===== src/rtl/soa_pkg.sv =====
// ----------------------------------------------------------------------------
// soa_pkg: shared types and constants of the slab object allocator
// Sizes, list tags, status codes and controller states.
// ----------------------------------------------------------------------------
package soa_pkg;

  localparam int unsigned NumSlabs    = 16;
  localparam int unsigned MaxSlots    = 256;
  localparam int unsigned SlabBytes   = 4096;
  localparam int unsigned HeaderBytes = 32;

  localparam int unsigned SlabW = 4;   // slab index bits
  localparam int unsigned LinkW = 5;   // slab index plus null
  localparam int unsigned SlotW = 8;
  localparam int unsigned MemAw = SlabW + SlotW;

  localparam logic [LinkW-1:0] NilSlab = LinkW'(NumSlabs);

  typedef enum logic [1:0] {
    TagUnused  = 2'd0,
    TagEmpty   = 2'd1,
    TagPartial = 2'd2,
    TagFull    = 2'd3
  } tag_e;

  typedef enum logic [1:0] {
    StOk         = 2'd0,
    StOutOfSlabs = 2'd1,
    StNotFound   = 2'd2,
    StBadFree    = 2'd3
  } status_e;

  typedef enum logic [1:0] {
    CfgObjectBytes  = 2'd0,
    CfgSlotsPerSlab = 2'd1
  } cfg_idx_e;

  typedef enum logic [3:0] {
    SIdle, SDecide, SInit, SDiv, SCheck, SRead, SPop, SMove1, SMove2, SOut
  } state_e;

  // Controller commands to the datapath
  typedef struct packed {
    logic latch;      // capture request
    logic sel_head;   // take the partial or empty head and its top slot
    logic take_new;   // start a fresh slab
    logic init_step;  // write one link of a fresh slab
    logic div_start;
    logic div_step;
    logic rd_mem;     // read link and allocated bit of the slot
    logic do_alloc;   // pop slot
    logic do_free;    // push slot
    logic unlink;
    logic push;
    logic fail;       // report the status code in fail_code
    status_e fail_code;
    logic out_load;
  } cmd_t;

  // Datapath status to the controller
  typedef struct packed {
    logic room_busy;   // slot-room count still running after a size write
    logic is_free;
    logic have_slab;   // partial or empty head present
    logic can_new;
    logic init_done;
    logic div_done;
    logic free_bad_slab;
    logic free_bad_slot;
    logic slot_alloc;
    logic need_move;
  } sts_t;

endpackage


===== src/rtl/soa_ctrl.sv =====
// ----------------------------------------------------------------------------
// soa_ctrl: request sequencer
// Steps one request through slab choice, division, memory access and list moves.
// ----------------------------------------------------------------------------
module soa_ctrl (
  input  logic            clk_i,
  input  logic            rst_ni,
  input  logic            in_valid_i,
  output logic            in_stall_o,
  input  logic            out_busy_i,
  input  soa_pkg::sts_t   sts_i,
  output soa_pkg::cmd_t   cmd_o
);

  soa_pkg::state_e state_q, state_d;

  always_ff @(posedge clk_i or negedge rst_ni) begin
    if (!rst_ni) begin
      state_q <= soa_pkg::SIdle;
    end else begin
      state_q <= state_d;
    end
  end

  always_comb begin
    state_d = state_q;
    unique case (state_q)
      soa_pkg::SIdle:   if (in_valid_i && !sts_i.room_busy) state_d = soa_pkg::SDecide;
      soa_pkg::SDecide: begin
        if (sts_i.is_free) begin
          state_d = sts_i.free_bad_slab ? soa_pkg::SOut : soa_pkg::SDiv;
        end else if (sts_i.have_slab) begin
          state_d = soa_pkg::SRead;
        end else if (sts_i.can_new) begin
          state_d = soa_pkg::SInit;
        end else begin
          state_d = soa_pkg::SOut;
        end
      end
      soa_pkg::SInit:   if (sts_i.init_done) state_d = soa_pkg::SRead;
      soa_pkg::SDiv:    if (sts_i.div_done) state_d = soa_pkg::SCheck;
      soa_pkg::SCheck:  state_d = sts_i.free_bad_slot ? soa_pkg::SOut : soa_pkg::SRead;
      soa_pkg::SRead:   state_d = soa_pkg::SPop;
      soa_pkg::SPop: begin
        if (sts_i.is_free && !sts_i.slot_alloc) state_d = soa_pkg::SOut;
        else state_d = soa_pkg::SMove1;
      end
      soa_pkg::SMove1:  state_d = sts_i.need_move ? soa_pkg::SMove2 : soa_pkg::SOut;
      soa_pkg::SMove2:  state_d = soa_pkg::SOut;
      soa_pkg::SOut:    if (!out_busy_i) state_d = soa_pkg::SIdle;
      default:          state_d = soa_pkg::SIdle;
    endcase
  end

  always_comb begin
    cmd_o = '0;
    cmd_o.fail_code = soa_pkg::StOk;
    // hold the input while busy or while the slot room is being counted
    in_stall_o = (state_q != soa_pkg::SIdle) || sts_i.room_busy;
    unique case (state_q)
      soa_pkg::SIdle:   cmd_o.latch = in_valid_i && !sts_i.room_busy;
      soa_pkg::SDecide: begin
        if (sts_i.is_free) begin
          if (sts_i.free_bad_slab) begin
            cmd_o.fail = 1'b1;
            cmd_o.fail_code = soa_pkg::StNotFound;
          end else begin
            cmd_o.div_start = 1'b1;
          end
        end else if (sts_i.have_slab) begin
          cmd_o.sel_head = 1'b1;
        end else if (sts_i.can_new) begin
          cmd_o.take_new = 1'b1;
        end else begin
          cmd_o.fail = 1'b1;
          cmd_o.fail_code = soa_pkg::StOutOfSlabs;
        end
      end
      soa_pkg::SInit:   cmd_o.init_step = 1'b1;
      soa_pkg::SDiv:    cmd_o.div_step = 1'b1;
      soa_pkg::SCheck: begin
        if (sts_i.free_bad_slot) begin
          cmd_o.fail = 1'b1;
          cmd_o.fail_code = soa_pkg::StBadFree;
        end
      end
      soa_pkg::SRead:   cmd_o.rd_mem = 1'b1;
      soa_pkg::SPop: begin
        if (sts_i.is_free) begin
          if (sts_i.slot_alloc) begin
            cmd_o.do_free = 1'b1;
          end else begin
            cmd_o.fail = 1'b1;
            cmd_o.fail_code = soa_pkg::StBadFree;
          end
        end else begin
          cmd_o.do_alloc = 1'b1;
        end
      end
      soa_pkg::SMove1:  cmd_o.unlink = sts_i.need_move;
      soa_pkg::SMove2:  cmd_o.push = 1'b1;
      soa_pkg::SOut:    cmd_o.out_load = !out_busy_i;
      default: ;
    endcase
  end

endmodule


===== config.mk =====
export PLATFORM = sky130hd
export DESIGN_NAME = soa_ctrl
export DESIGN_NICKNAME = d
export VERILOG_FILES = /design/src/rtl/soa_pkg.sv /design/src/rtl/soa_ctrl.sv
export SDC_FILE = /design/constraint.sdc
export NUM_CORES = 1
export LEC_CHECK = 0
export ABC_AREA = 1
export BUFFER_PORTS_ARGS = -buffer_cell sky130_fd_sc_hd__buf_4
export CAP_MARGIN = 20
export CORE_MARGIN = 2
export CORE_UTILIZATION = 30
export DETAILED_ROUTE_END_ITERATION = 6
export SETUP_SLACK_MARGIN = 0.15
export SYNTH_ARGS = -nofsm -noshare
export SYNTH_HDL_FRONTEND = slang
export SYNTH_SLANG_ARGS = --single-unit

===== constraint.sdc =====
create_clock -name clk_i -period 1.2 [get_ports clk_i]
set_input_delay 0.12 -clock clk_i [delete_from_list [all_inputs] [get_ports clk_i]]
set_output_delay 0.12 -clock clk_i [all_outputs]
set_load 0.02 [all_outputs]

==> reports/metrics.csv <==
metric;value;unit
Commonest cells post-synth;nand2_1 (20), inv_1 (15), nand3_1 (15), nor2_1 (11), inv_2 (6);
R2R depth;9;
port bufs;29;
final hold violations;0;
Core ar.;1690;sq um
min Tclk post-route;1.56;ns
CP Data Arrival Time;1.44;ns
Rel. slew slack;0.784;
grt ovf;0;
antenna violations before repair;0;
syn avg cell area;5.65;sq um
clk slew on worst S/H paths;0.04;ns
leakage;0.000669;uW
Post-synth ARST share;1.00;
fin area;1230;sq um
TritonCTS Buffers;3;
worst vdd ir;1230;uV
Critical Path End Type;output pin;
fin crit share;1.30;
Distinct cells, synth;17;
Synth top area share;0.190;
Mapped Cells;93;
overall power;2710;uW
Post-synth EDFFs;0;
Die ar.;2100;sq um
Crit-path slowest cell;dfrtp_2;
Die H;45.9;microns
final setup vio count;20;
hpwl dp;1520;microns
R2R setup slack;-0.30;ns
top flop regs;state_q: 4 flops;
Num Clock Sinks;4;
worst path required time;1.08;ns
Ys Warns;0;
worst skew pair latency;0.24;ns
area leader, netlist;dfrtp_1;
io pins;30;
cells along the critical path;nor2_2 > nand2_1 > nor2_4 > buf_4;
Reg with most FFs;state_q;
kind of critical path;reg2out;
global-route wire length before repair;3190;microns
top-count cell post-synth;nand2_1;
final core utilization;0.730;
Most used DFF post-synth;dfrtp_1;
row count;15;
global placement routability congestion;0.843;
Post-route DRC;0;
DR vias;832;
Nets;169;
post-synthesis instance area;526;sq um
outcome;finished, violations left;
Die Span X;45.9;microns
RSZ-0062 raised after global routing;true;
clock buffer depth;2;
fmax;639;MHz
Layout area overhead;135;%
largest net degree at the start of global routing;7;
WHS;0.207;ns
1st-iter DRT viols;17;
Synth area leaders;dfrtp_1 (19%), nand2_1 (14%), nand3_1 (14%), inv_1 (11%), nor2_1 (7.9%);
CTS tree;yes;
Final Max Slew Viols;0;
FF-to-FF End;state_q[2];
crit start category;register;
crit-path max FO;6;
vias per cell;4.87;
number of global-route vias before repair;806;
launching point of the worst reg2reg path;state_q[0];
share of cells above drive strength 1;0.643;
Seq/Total Area, Yosys;0.190;
drt first pass iters;4;
critical path's largest stage delay;0.46;ns
Starting Density;0.311;
H-tree levels;1;
Clock Skew;0.00126;ns
worst setup margin;-0.365;ns
GRT Total Usage;0.208;
Net Count, Synth;107;
failing checks;negative setup slack;
max FFs per register;4;
Max-Cap Viols;0;
pwr dens;2200;nW/um^2
Inserted Diodes;0;
Final ANT Viol Nets;0;
drt wl/cell;13.2;microns
CTS root buf;clkbuf_4;
DP Worst Slack;-0.129;ns
worst-margin pin slew;0.323;ns
Hold WC Path Type;in2async;
Placed Area;967;sq um
Filler Cell Count;143;
FF+latch count, synth;4;
routed wire length;2250;microns
stage by stage:
step | TNS (ns) | instances
finish | -5.30 | 171
global placement | -0.740 | 153
detailed placement | -0.740 | 153
global route | -6.11 | 171
CTS | -3.99 | 166
floorplan | -0.192 | 93
worst max-delay path: cells and delay by family (launching register included):
| family | cells | cell delay, ns |
|---|---|---|
| DFF | 1 | 0.46 |
| and+or+nand+nor | 3 | 0.61 |
| buffers and inverters | 1 | 0.14 |
layer usage:
metal | vias to the layer above | wire length (microns) | global-route usage
li1 | 422 | - | -
met1 | 377 | 881 | 0.221
met2 | 31 | 1230 | 0.419
met3 | 2 | 111 | 0.0317
met4 | 0 | 23 | 0.0400
met5 | - | 0 | 0
layout by cell type, fill, tap and decap left out, types with 2 or more instances in the layout:
master    count
buf_4        41
buf_6        16
clkbuf_4      3
dfrtp_2       3
inv_1        14
inv_2         5
inv_4         2
nand2_1      14
nand2_2       3
nand2_4       4
nand3_1      11
nand3_2       3
nand3_4       2
nand4_1       3
nor2_1        6
nor2_2        2
nor2_4       11
o211ai_1      2
power breakdown:
part | leakage, uW | internal (uW) | switching (uW)
sequential | 0.0000468 | 205 | 119
combinational | 0.000607 | 1080 | 1110
clock | 0.0000150 | 125 | 65.0
total | 0.000669 | 1410 | 1300
layout make-up:
cell class | instances | area, sq um | share of cell area
Inverter | 21 | 83.8 | 0.0680
Sequential cell | 4 | 104 | 0.0843
Multi-Input combinational cell | 67 | 499 | 0.405
Timing Repair Buffer | 58 | 498 | 0.404
Tap cell | 17 | 21.3 | 0.0173
Clock buffer | 4 | 26.3 | 0.0213
cell families (layout without fill, tap and decap cells):
kind of cell           Yosys count  after routing  synth area share
AND/OR/NAND/NOR                 63             63             0.598
buffers and inverters           22             83             0.164
AO/OA/AOI/OAI                    4              4            0.0476
flip-flops                       4              4             0.190
worst max path at each step:
stage,startpoint,endpoint,depth (start not counted)
4_1_cts,state_q[3],cmd_o[1],6
3_5_place_dp,state_q[0],cmd_o[1],5
3_3_place_gp,state_q[3],cmd_o[1],6
2_1_floorplan,state_q[2],cmd_o[1],5
5_1_grt,state_q[0],cmd_o[1],5
6_report,state_q[3],cmd_o[11],4
timing repair:
item / in CTS / in global routing
pin swaps: 11 / 10
hold buffers: 1 / 0
setup endpoints to repair: 20 / 20
resized for setup: 19 / 16
buffers inserted: 8 / 5
cloned: 0 / 0
hold endpoints to repair: 4 / 0
No activity file was read; power rests on OpenSTA's default activity.
